### config.mk
export PLATFORM = sky130hd
export DESIGN_NAME = integer_to_ascii_radix
export DESIGN_NICKNAME = d
export VERILOG_FILES = /design/src/hdl/itoa_pkg.sv /design/src/hdl/itoa_ctrl.sv /design/src/hdl/itoa_dpath.sv /design/src/hdl/integer_to_ascii_radix.sv
export SDC_FILE = /design/constraint.sdc
export NUM_CORES = 1
export LEC_CHECK = 0
export BUFFER_PORTS_ARGS = -buffer_cell sky130_fd_sc_hd__buf_2
export CORE_MARGIN = 2
export CORE_UTILIZATION = 61
export DETAILED_ROUTE_END_ITERATION = 8
export GPL_TIMING_DRIVEN = 0
export HOLD_SLACK_MARGIN = 0.15
export PLACE_DENSITY = 0.89
export SLEW_MARGIN = 10
export SYNTH_ARGS = -nofsm -noshare
export SYNTH_HDL_FRONTEND = slang
export SYNTH_HIERARCHICAL = 1
export SYNTH_SLANG_ARGS = --single-unit
### constraint.sdc
create_clock -name clk_i -period 8.5 [get_ports clk_i]
set_input_delay 1.7 -clock clk_i [delete_from_list [all_inputs] [get_ports clk_i]]
set_output_delay 1.7 -clock clk_i [all_outputs]
set_load 0.02 [all_outputs]
### src/hdl/itoa_pkg.sv
package itoa_pkg;

  localparam logic [5:0] RADIX_MIN = 6'd2;
  localparam logic [5:0] RADIX_MAX = 6'd36;
  localparam logic [5:0] DEC_DIGITS = 6'd10;
  localparam logic [7:0] CHAR_ZERO = 8'h30;  // '0'
  localparam logic [7:0] CHAR_A = 8'h61;  // 'a'

  typedef struct packed {
    logic [63:0] value;
    logic        signed_mode;
    logic [5:0]  radix;
  } in_word_t;

  typedef struct packed {
    logic [7:0] character;
    logic       negative;
    logic       last;
  } out_word_t;

  // controller -> datapath
  typedef struct packed {
    logic load;
    logic div_step;
    logic digit_wr;
    logic emit_rd;
    logic emit_ld;
  } dp_cmd_t;

  // datapath -> controller
  typedef struct packed {
    logic quot_zero;
    logic emit_last;
    logic out_free;
  } dp_status_t;

  function automatic logic [7:0] digit_char(input logic [5:0] d);
    logic [7:0] ch;
    if (d >= DEC_DIGITS) begin
      ch = CHAR_A + {2'b00, d - DEC_DIGITS};
    end else begin
      ch = CHAR_ZERO + {2'b00, d};
    end
    return ch;
  endfunction

endpackage

### src/hdl/itoa_ctrl.sv
module itoa_ctrl #(
  parameter int VALUE_WIDTH = 64
) (
  input  logic                  clk_i,
  input  logic                  rst_ni,
  input  logic                  in_valid_i,
  output logic                  in_ready_o,
  input  itoa_pkg::dp_status_t  status_i,
  output itoa_pkg::dp_cmd_t     cmd_o
);

  localparam int SW = $clog2(VALUE_WIDTH);
  localparam logic [SW-1:0] LAST_STEP = SW'(VALUE_WIDTH - 1);

  localparam logic [2:0] ST_IDLE  = 3'd0;
  localparam logic [2:0] ST_DIV   = 3'd1;
  localparam logic [2:0] ST_DIGIT = 3'd2;
  localparam logic [2:0] ST_READ  = 3'd3;
  localparam logic [2:0] ST_LOAD  = 3'd4;

  logic [2:0]    state_q, state_d;
  logic [SW-1:0] step_q, step_d;

  assign in_ready_o = (state_q == ST_IDLE);

  always_comb begin
    state_d = state_q;
    step_d  = step_q;
    cmd_o   = '0;
    unique case (state_q)
      ST_IDLE: begin
        if (in_valid_i) begin
          cmd_o.load = 1'b1;
          step_d     = '0;
          state_d    = ST_DIV;
        end
      end
      ST_DIV: begin
        cmd_o.div_step = 1'b1;
        step_d         = step_q + 1'b1;
        if (step_q == LAST_STEP) begin
          state_d = ST_DIGIT;
        end
      end
      ST_DIGIT: begin
        cmd_o.digit_wr = 1'b1;
        step_d         = '0;
        state_d        = status_i.quot_zero ? ST_READ : ST_DIV;
      end
      ST_READ: begin
        cmd_o.emit_rd = 1'b1;
        state_d       = ST_LOAD;
      end
      ST_LOAD: begin
        if (status_i.out_free) begin
          cmd_o.emit_ld = 1'b1;
          state_d       = status_i.emit_last ? ST_IDLE : ST_READ;
        end
      end
      default: begin
        state_d = ST_IDLE;
      end
    endcase
  end

  always_ff @(posedge clk_i or negedge rst_ni) begin
    if (!rst_ni) begin
      state_q <= ST_IDLE;
      step_q  <= '0;
    end else begin
      state_q <= state_d;
      step_q  <= step_d;
    end
  end

endmodule

### src/hdl/itoa_dpath.sv
module itoa_dpath #(
  parameter int VALUE_WIDTH = 64
) (
  input  logic                  clk_i,
  input  logic                  rst_ni,
  input  itoa_pkg::in_word_t    in_word_i,
  input  itoa_pkg::dp_cmd_t     cmd_i,
  output itoa_pkg::dp_status_t  status_o,
  output logic                  out_valid_o,
  input  logic                  out_ready_i,
  output itoa_pkg::out_word_t   out_word_o
);

  localparam int W  = VALUE_WIDTH;
  localparam int IW = $clog2(W);
  localparam int CW = $clog2(W + 1);

  logic [W-1:0]  quot_q, quot_d;
  logic [5:0]    rem_q, rem_d;
  logic [5:0]    radix_q;
  logic          neg_q;
  logic [CW-1:0] wr_cnt_q;
  logic [IW-1:0] emit_idx_q;
  logic [5:0]    rdata_q;
  logic [5:0]    digit_mem [W];
  logic          out_valid_q;
  itoa_pkg::out_word_t out_word_q;

  logic [W-1:0]  in_val;
  logic          in_neg;
  logic [5:0]    in_radix;
  logic [6:0]    trial;
  logic          fits;

  assign in_val = in_word_i.value[W-1:0];
  assign in_neg = in_word_i.signed_mode & in_val[W-1];

  always_comb begin
    priority if (in_word_i.radix < itoa_pkg::RADIX_MIN) begin
      in_radix = itoa_pkg::RADIX_MIN;
    end else if (in_word_i.radix > itoa_pkg::RADIX_MAX) begin
      in_radix = itoa_pkg::RADIX_MAX;
    end else begin
      in_radix = in_word_i.radix;
    end
  end

  // one restoring step: shift in the next dividend bit, subtract if it fits
  assign trial = {rem_q, quot_q[W-1]};
  assign fits  = (trial >= {1'b0, radix_q});

  always_comb begin
    quot_d = quot_q;
    rem_d  = rem_q;
    if (cmd_i.load) begin
      quot_d = in_neg ? (~in_val + 1'b1) : in_val;
      rem_d  = '0;
    end else if (cmd_i.div_step) begin
      quot_d = {quot_q[W-2:0], fits};
      rem_d  = fits ? 6'(trial - {1'b0, radix_q}) : trial[5:0];
    end else if (cmd_i.digit_wr) begin
      rem_d = '0;
    end
  end

  always_ff @(posedge clk_i) begin
    quot_q <= quot_d;
    rem_q  <= rem_d;
    if (cmd_i.load) begin
      radix_q <= in_radix;
      neg_q   <= in_neg;
    end
  end

  always_ff @(posedge clk_i or negedge rst_ni) begin
    if (!rst_ni) begin
      wr_cnt_q   <= '0;
      emit_idx_q <= '0;
    end else if (cmd_i.load) begin
      wr_cnt_q <= '0;
    end else if (cmd_i.digit_wr) begin
      wr_cnt_q   <= wr_cnt_q + 1'b1;
      emit_idx_q <= wr_cnt_q[IW-1:0];
    end else if (cmd_i.emit_ld) begin
      emit_idx_q <= emit_idx_q - 1'b1;
    end
  end

  // digit buffer, least significant digit at index 0
  always_ff @(posedge clk_i) begin
    if (cmd_i.digit_wr) begin
      digit_mem[wr_cnt_q[IW-1:0]] <= rem_q;
    end
    if (cmd_i.emit_rd) begin
      rdata_q <= digit_mem[emit_idx_q];
    end
  end

  always_ff @(posedge clk_i or negedge rst_ni) begin
    if (!rst_ni) begin
      out_valid_q <= 1'b0;
    end else if (cmd_i.emit_ld) begin
      out_valid_q <= 1'b1;
    end else if (out_ready_i) begin
      out_valid_q <= 1'b0;
    end
  end

  always_ff @(posedge clk_i) begin
    if (cmd_i.emit_ld) begin
      out_word_q.character <= itoa_pkg::digit_char(rdata_q);
      out_word_q.negative  <= neg_q;
      out_word_q.last      <= (emit_idx_q == '0);
    end
  end

  assign status_o.quot_zero = (quot_q == '0);
  assign status_o.emit_last = (emit_idx_q == '0);
  assign status_o.out_free  = !out_valid_q || out_ready_i;

  assign out_valid_o = out_valid_q;
  assign out_word_o  = out_word_q;

endmodule

### src/hdl/integer_to_ascii_radix.sv
// channel | direction | handshake              | word
// --------+-----------+------------------------+-----------------------------
// in      | input     | in_valid_i / in_ready_o   | in_word_i  (value, mode, radix)
// out     | output    | out_valid_o / out_ready_i | out_word_o (char, neg, last)
//
// Each digit is the remainder of a full pass of the shared one-bit restoring
// divider and is then stored; emission reads each digit from the buffer and
// then loads it into the output register. One item at a time; the next is
// accepted once its last digit sits in the output register. A stalled output
// holds the emitter. Reset (rst_ni low, async) clears control state only.
module integer_to_ascii_radix #(
  parameter int VALUE_WIDTH = 64
) (
  input  logic                clk_i,
  input  logic                rst_ni,
  input  logic                in_valid_i,
  output logic                in_ready_o,
  input  itoa_pkg::in_word_t  in_word_i,
  output logic                out_valid_o,
  input  logic                out_ready_i,
  output itoa_pkg::out_word_t out_word_o
);

  itoa_pkg::dp_cmd_t    cmd;
  itoa_pkg::dp_status_t status;

  itoa_ctrl #(
    .VALUE_WIDTH(VALUE_WIDTH)
  ) u_ctrl (
    .clk_i     (clk_i),
    .rst_ni    (rst_ni),
    .in_valid_i(in_valid_i),
    .in_ready_o(in_ready_o),
    .status_i  (status),
    .cmd_o     (cmd)
  );

  itoa_dpath #(
    .VALUE_WIDTH(VALUE_WIDTH)
  ) u_dpath (
    .clk_i      (clk_i),
    .rst_ni     (rst_ni),
    .in_word_i  (in_word_i),
    .cmd_i      (cmd),
    .status_o   (status),
    .out_valid_o(out_valid_o),
    .out_ready_i(out_ready_i),
    .out_word_o (out_word_o)
  );

endmodule

# [After elaboration in Yosys (flattened, before gate mapping)]
# Memories as Yosys holds them, arrays and structs flattened. A register that Yosys moved wholly into a read port is not among the register bits.
# Index checks and enable logic that the tools add are counted.
[word_totals] ff_bits=110 elab_cells=83 memories=1 mem_bits_rw=384 output_inout_bits=12 in_bits=75
[memory_table] name="u_dpath.digit_mem" depth=64 word_bits=6 read_ports=1 rd_ports_with_merged_regs=1 wr=1 line_no="itoa_dpath.sv:25" rtl="logic [5:0] digit_mem [W];"
[classes] n_reduce_logical=15 bitwise=3 n_lt_le_gt_ge=4 eq_ne=8 add_sub_neg=8 mux=31
[ops] op="two-way mux 64 bit" n=3
[ops] op="adder 64 x 1 -> 64 bit, second input constant" n=1
[ops] op="logical NOT 64 bit" n=1
[ops] op="NOT 64 bit" n=1
[ops] op="two-way mux 6 bit" n=7
[ops] op="case mux 6 bit (3 select lines)" n=1
[ops] op="case mux 3 bit (5 select lines)" n=1
[ops] op="two-way mux 7 bit" n=2
[ops] op="two-way mux 1 bit" n=11
[ops] op="nonzero test 2 bit" n=5
[ops] op="two-way mux 3 bit" n=3
[ops] op="adder 7 x 6 -> 8 bit, first input constant" n=1
[ops] op="two-way mux 8 bit" n=1
[ops] op="adder 6 x 6 -> 7 bit, first input constant" n=1
[ops] op="adder 7 x 1 -> 7 bit, second input constant" n=1
[ops] op=">= comparator 7 x 6 -> 1 bit" n=1
[ops] op="adder 6 x 1 -> 6 bit, second input constant" n=1
[ops] op="== test 3 x 2 -> 1 bit, second input constant" n=2
[ops] op="== test 6 bit, second input constant" n=1
[ops] op=">= comparator 6 x 4 -> 1 bit, second input constant" n=1
[ops] op="> comparator 6 bit, second input constant" n=1
[ops] op="logical NOT 6 bit" n=1
[ops] op="less-than comparator 6 x 2 -> 1 bit, second input constant" n=1
[ops] op="subtractor 6 x 1 -> 6 bit, second input constant" n=1
[ops] op="16 further kinds" n=19

# [Logic depth before layout (Yosys ltp)]
[logic_depth] ltp_word=6 ltp_mapped=10 depth_no_buf=9

# [Hierarchy]
# The synthesis kept the hierarchy.
[modules_own_cells] module="itoa_dpath" n_inst=1 area_per_inst_um2=21589.5 cells_per_inst=1437 seq_area_each_um2=14589.0
[modules_own_cells] module="itoa_ctrl" n_inst=1 area_per_inst_um2=563.0 cells_per_inst=60 seq_area_each_um2=225.2

# [Worst setup path before layout]
# OpenSTA, ideal clock, no wires.
[synth_path] path_kind="input-to-reg" from="input in_word_i[29] (netlist name)" to="register u_dpath.quot_q[51], data pin" n_path_buf=2 required_time_ns=8.233 t_arrival_ns=3.596 setup_ns=0.267 cell_stages=8 path_slack_ns=4.636 path_cell_list="or4_1 -> buf_2 -> or4_4 -> nor3_4 -> buf_6 -> a31oi_1 -> xnor2_1 -> a21oi_1"
[synth_between] elab_chain_cells=4
[synth_rtl] item="from (decl)" line_no="integer_to_ascii_radix.sv:18" rtl="input itoa_pkg::in_word_t in_word_i,"
[synth_rtl] item="NOT 64 bit" line_no="itoa_dpath.sv:56" rtl="quot_d = in_neg ? (~in_val + 1'b1) : in_val;"
[synth_rtl] item="adder 64 x 1 -> 64 bit" line_no="itoa_dpath.sv:56"
[synth_rtl] item="two-way mux 64 bit" line_no="itoa_dpath.sv:56"
[synth_rtl] item="two-way mux 64 bit" line_no="itoa_dpath.sv:55" rtl="if (cmd_i.load) begin"
[synth_rtl] item="net u_dpath.quot_d[51]" line_no="itoa_dpath.sv:18" rtl="logic [W-1:0] quot_q, quot_d;"
[synth_rtl] item="to (signal assigned)" line_no="itoa_dpath.sv:67" rtl="quot_q <= quot_d;"
[synth_rtl] item="to (decl)" line_no="itoa_dpath.sv:18"
# The timed path passes the listed nets, and every way through them passes these cells.
# A chain may end at the register's enable or synchronous reset.

# [Worst setup path in the final report]
[layout_path] from="input in_word_i[7] (netlist name)" to="register u_dpath.quot_q[56], data pin"
# Same word-level chain as after synthesis.

==> results.md <==
- Fin nets: 1,731
- Asr flop ratio synth: 0.0441
- GPL Wtd Cong: just under 1
- Result of the run: finished clean
- Count of pins on the block boundary: slightly below 90
- CTS tree: built
- WP data arrival: 4.35 ns
- H-Tree Depth: 2
- R2R Path End: u_dpath/rdata_q[2]
- Wirelength per Cell: 26.9 microns
- Critical path capture point: u_dpath/quot_q[56]
- Post-detail-place hpwl: 37,500 microns
- Die Footprint: around 38,000 sq um
- Initial core utilization: 0.621
- DP Area: 23,300 sq um
- Via/cell ratio: 6.85
- Largest net degree at the start of global routing: 66
- Total power per unit cell area: 333 nW/um^2
- Post-synthesis cell type with the largest combined area: edfxtp_1
- Initial antenna violation count: 0
- Worst ir drop on vdd: roughly 0.00022 V
- Final critical path time including I/O delays and setup: 4.02 ns
- Post-synth top flop: edfxtp_1
- Reg2reg start: u_dpath/emit_idx_q[1]
- Total iterations of the first detailed-routing run: 8
- Count of different cell masters after synthesis: 78
- Critical path endpoint category: register
- Core region area: 35,700 sq um
- Maximum operating frequency: around 250 MHz
- Final Hold Vio Count: 0
- Total number of placement rows: 69
- Number of antenna repair diodes: 0
- Global route overflow: 0
- Post-synth top cells: edfxtp_1 (471), nor2_1 (182), a21oi_1 (109)
- Post-route insts no fill: around 2,100
- Drt total wl: 57,500 microns
- WP data required: 8.84 ns
- Setup-violating endpoint count in the final report: 0
- Vias in the first global route: 14,700
- Number of buffers inserted by hold repair at cts: 0
- Post-route antenna net violation count: 0
- Height of the chip: between 150 and 200 microns
- Worst-Skew Late Latency: 0.61 ns
- Sequential-to-total area share from yosys stat: 0.669
- Highest fanout seen on the critical path: 6
- Portion of synthesized cell area occupied by the leading cell type: 0.638
- P_leak: around 8.3 nW
- Tightest slew margin relative to the limit: 0.227
- Summed instance area of the synthesized netlist: 22,200 sq um
- Slew Limit Fails: 0
- Hold Path Class: register to register
- Signed area change from the synthesized netlist to the final layout: 12.6%
- # placed instances: 2,049
- Classification of the worst setup path: primary input to register
- Number of instances in the synthesized netlist: 1,497
- Most numerous cell in the Yosys netlist: edfxtp_1
- Chip Width: 195 microns
- CTS Root Cell: clkbuf_16
- Number of enable-type register cells in the synthesized netlist: between 400 and 500
- Worst-case reg-to-reg path depth: 9
- YS warnings: 6
- Transition time of the tightest slew-check pin: ~1.2 ns
- Postcts setup bufs: 0
- Post-synthesis register bit count: between 400 and 500
- Origin of the worst setup path: in_word_i[7]
- Initial drt markers: 2,257
- Number of design rule violations left after detail routing: 0
- Routed vias: 14,700
- Number of buffer cells added on primary ports: 85
- Post-Syn Area per Cell: 14.8 sq um
- Clock slew at reported path FFs: 0.06 ns
- Setup slack on the worst flop-to-flop path: 4.84 ns
- Global-route wire length before repair: 86,900 microns
- Post-CTS sizing: 0
- Final core utilization: 0.699
- Fraction of layout cells with a size suffix above 1: 0.182
- Unrepaired setup endpoints after global routing: false
- Final std cell area, no fill: between 20,000 and 25,000 sq um
- # clock sinks: 499
- Number of buffers between clock root and the deepest sink: 3
- Aggregate negative setup slack: 0 ns
- Skew final: 0.0461 ns
- Nature of the critical path startpoint: primary input
- Overall fraction of global-route tracks in use: 0.306
- Max-cap viol count: 0
- Clock buffer count from CTS: a little under 50
- Final period util: 0.472
- Syn nets: 1,589
- Area contributors post-synth: edfxtp_1 (64%), mux4_2 (8.5%), nor2_1 (3.1%), dfrtp_1 (2.5%), a21oi_1 (2.5%)
critical path: stages:
cell and delay [ns]:
buf_2 0.12, inv_1 0.08, ha_1 0.17, or3b_2 0.55, nor3_1 0.56, nand4_1 0.39, nor4_2 0.45, mux2i_1 0.25
nand3_1 0.08
placed cells by master (no fill, tap or decap), types with 11 or more instances in the layout:
master     Yosys  layout
a22oi_1       15      15
buf_1         11      11
nand2_1       51      51
clkbuf_16      0      49
nor2b_1       13      13
nand3_1       15      15
nor3_1        31      31
a31oi_1       19      19
xor2_1        23      23
dfrtp_1       22      22
clkbuf_1      46      52
mux4_2        84      84
edfxtp_1     471     471
ha_1          16      16
mux2i_1       41      41
inv_1         30      30
o21ai_0       38      38
nand4_1       16      16
xnor2_1       49      49
a21oi_1      109     109
nor4_1        27      26
o31ai_1       14      14
or4_1         11      11
buf_2         14      99
nor2_1       182     182
layout make-up:
| cell class | count | area [sq um] |
|---|---|---|
| inverter | 31 | 116 |
| sequential | 499 | 14800 |
| buffer | 80 | 380 |
| timing repair buffer | 91 | 553 |
| clock inverter | 29 | 290 |
| clock buffer | 62 | 1350 |
| tap | 461 | 577 |
| fill | 2156 | 10700 |
| multi-input combinational | 887 | 6850 |
registers in the layout (all words and copies together) (netlist names):
register             flops
u_dpath/rem_q            6
u_dpath/neg_q            1
u_dpath/radix_q          6
u_dpath/wr_cnt_q         6
u_dpath/emit_idx_q       6
u_dpath/out_valid_o      1
u_ctrl/state_q           3
u_ctrl/step_q            6
u_dpath/rdata_q          6
u_dpath/out_word_o      10
u_dpath/quot_q          64
u_dpath/digit_mem      384
logic make-up after synthesis:
family / count (synthesis) / share of synthesized area
compound gates: 260 / 0.0727
fa+ha+maj: 18 / 0.0104
mux: 127 / 0.105
xor+xnor: 72 / 0.0285
simple gates: 410 / 0.0923
buf+inv: 111 / 0.0224
flops: 499 / 0.669
layer usage:
layer / track usage / share of wire / up-vias
met2: 0.515 / 0.50 / 1160
met3: 0.0557 / 0.11 / 252
met5: 0 / 0 / -
met4: 0.138 / 0.047 / 0
met1: 0.393 / 0.34 / 7123
li1: - / - / 6134
how the worst min path moves through the flow:
stage / to / slack (ns) / depth (start not counted) / startpoint
after floorplan: u_dpath/out_word_o[1] / 0.40 / 0 / u_dpath/neg_q
final: u_dpath/out_word_o[1] / 0.44 / 0 / u_dpath/neg_q
after detailed placement: u_dpath/out_word_o[1] / 0.43 / 0 / u_dpath/neg_q
after global placement: u_dpath/out_word_o[1] / 0.40 / 0 / u_dpath/neg_q
after CTS: u_dpath/out_word_o[1] / 0.44 / 0 / u_dpath/neg_q
after global routing: u_dpath/out_word_o[1] / 0.44 / 0 / u_dpath/neg_q
report_power, final:
group | switching [mW] | internal, mW
clock | 0.930 | 1.25
sequential | 0.265 | 3.28
combinational | 1.64 | 0.928
metrics by stage:
| stage | power, mW | hold slack [ns] | setup WS, ns |
|---|---|---|---|
| after detailed placement | 6.00 | 0.429 | 4.01 |
| after CTS | 8.21 | 0.438 | 4.61 |
| final | 8.30 | 0.440 | 4.48 |
| after global routing | 8.55 | 0.440 | 4.38 |
| after global placement | 5.83 | 0.404 | 4.05 |
| after floorplan | 5.13 | 0.400 | 4.64 |
Note: power is estimated with default switching activity, not from simulation.
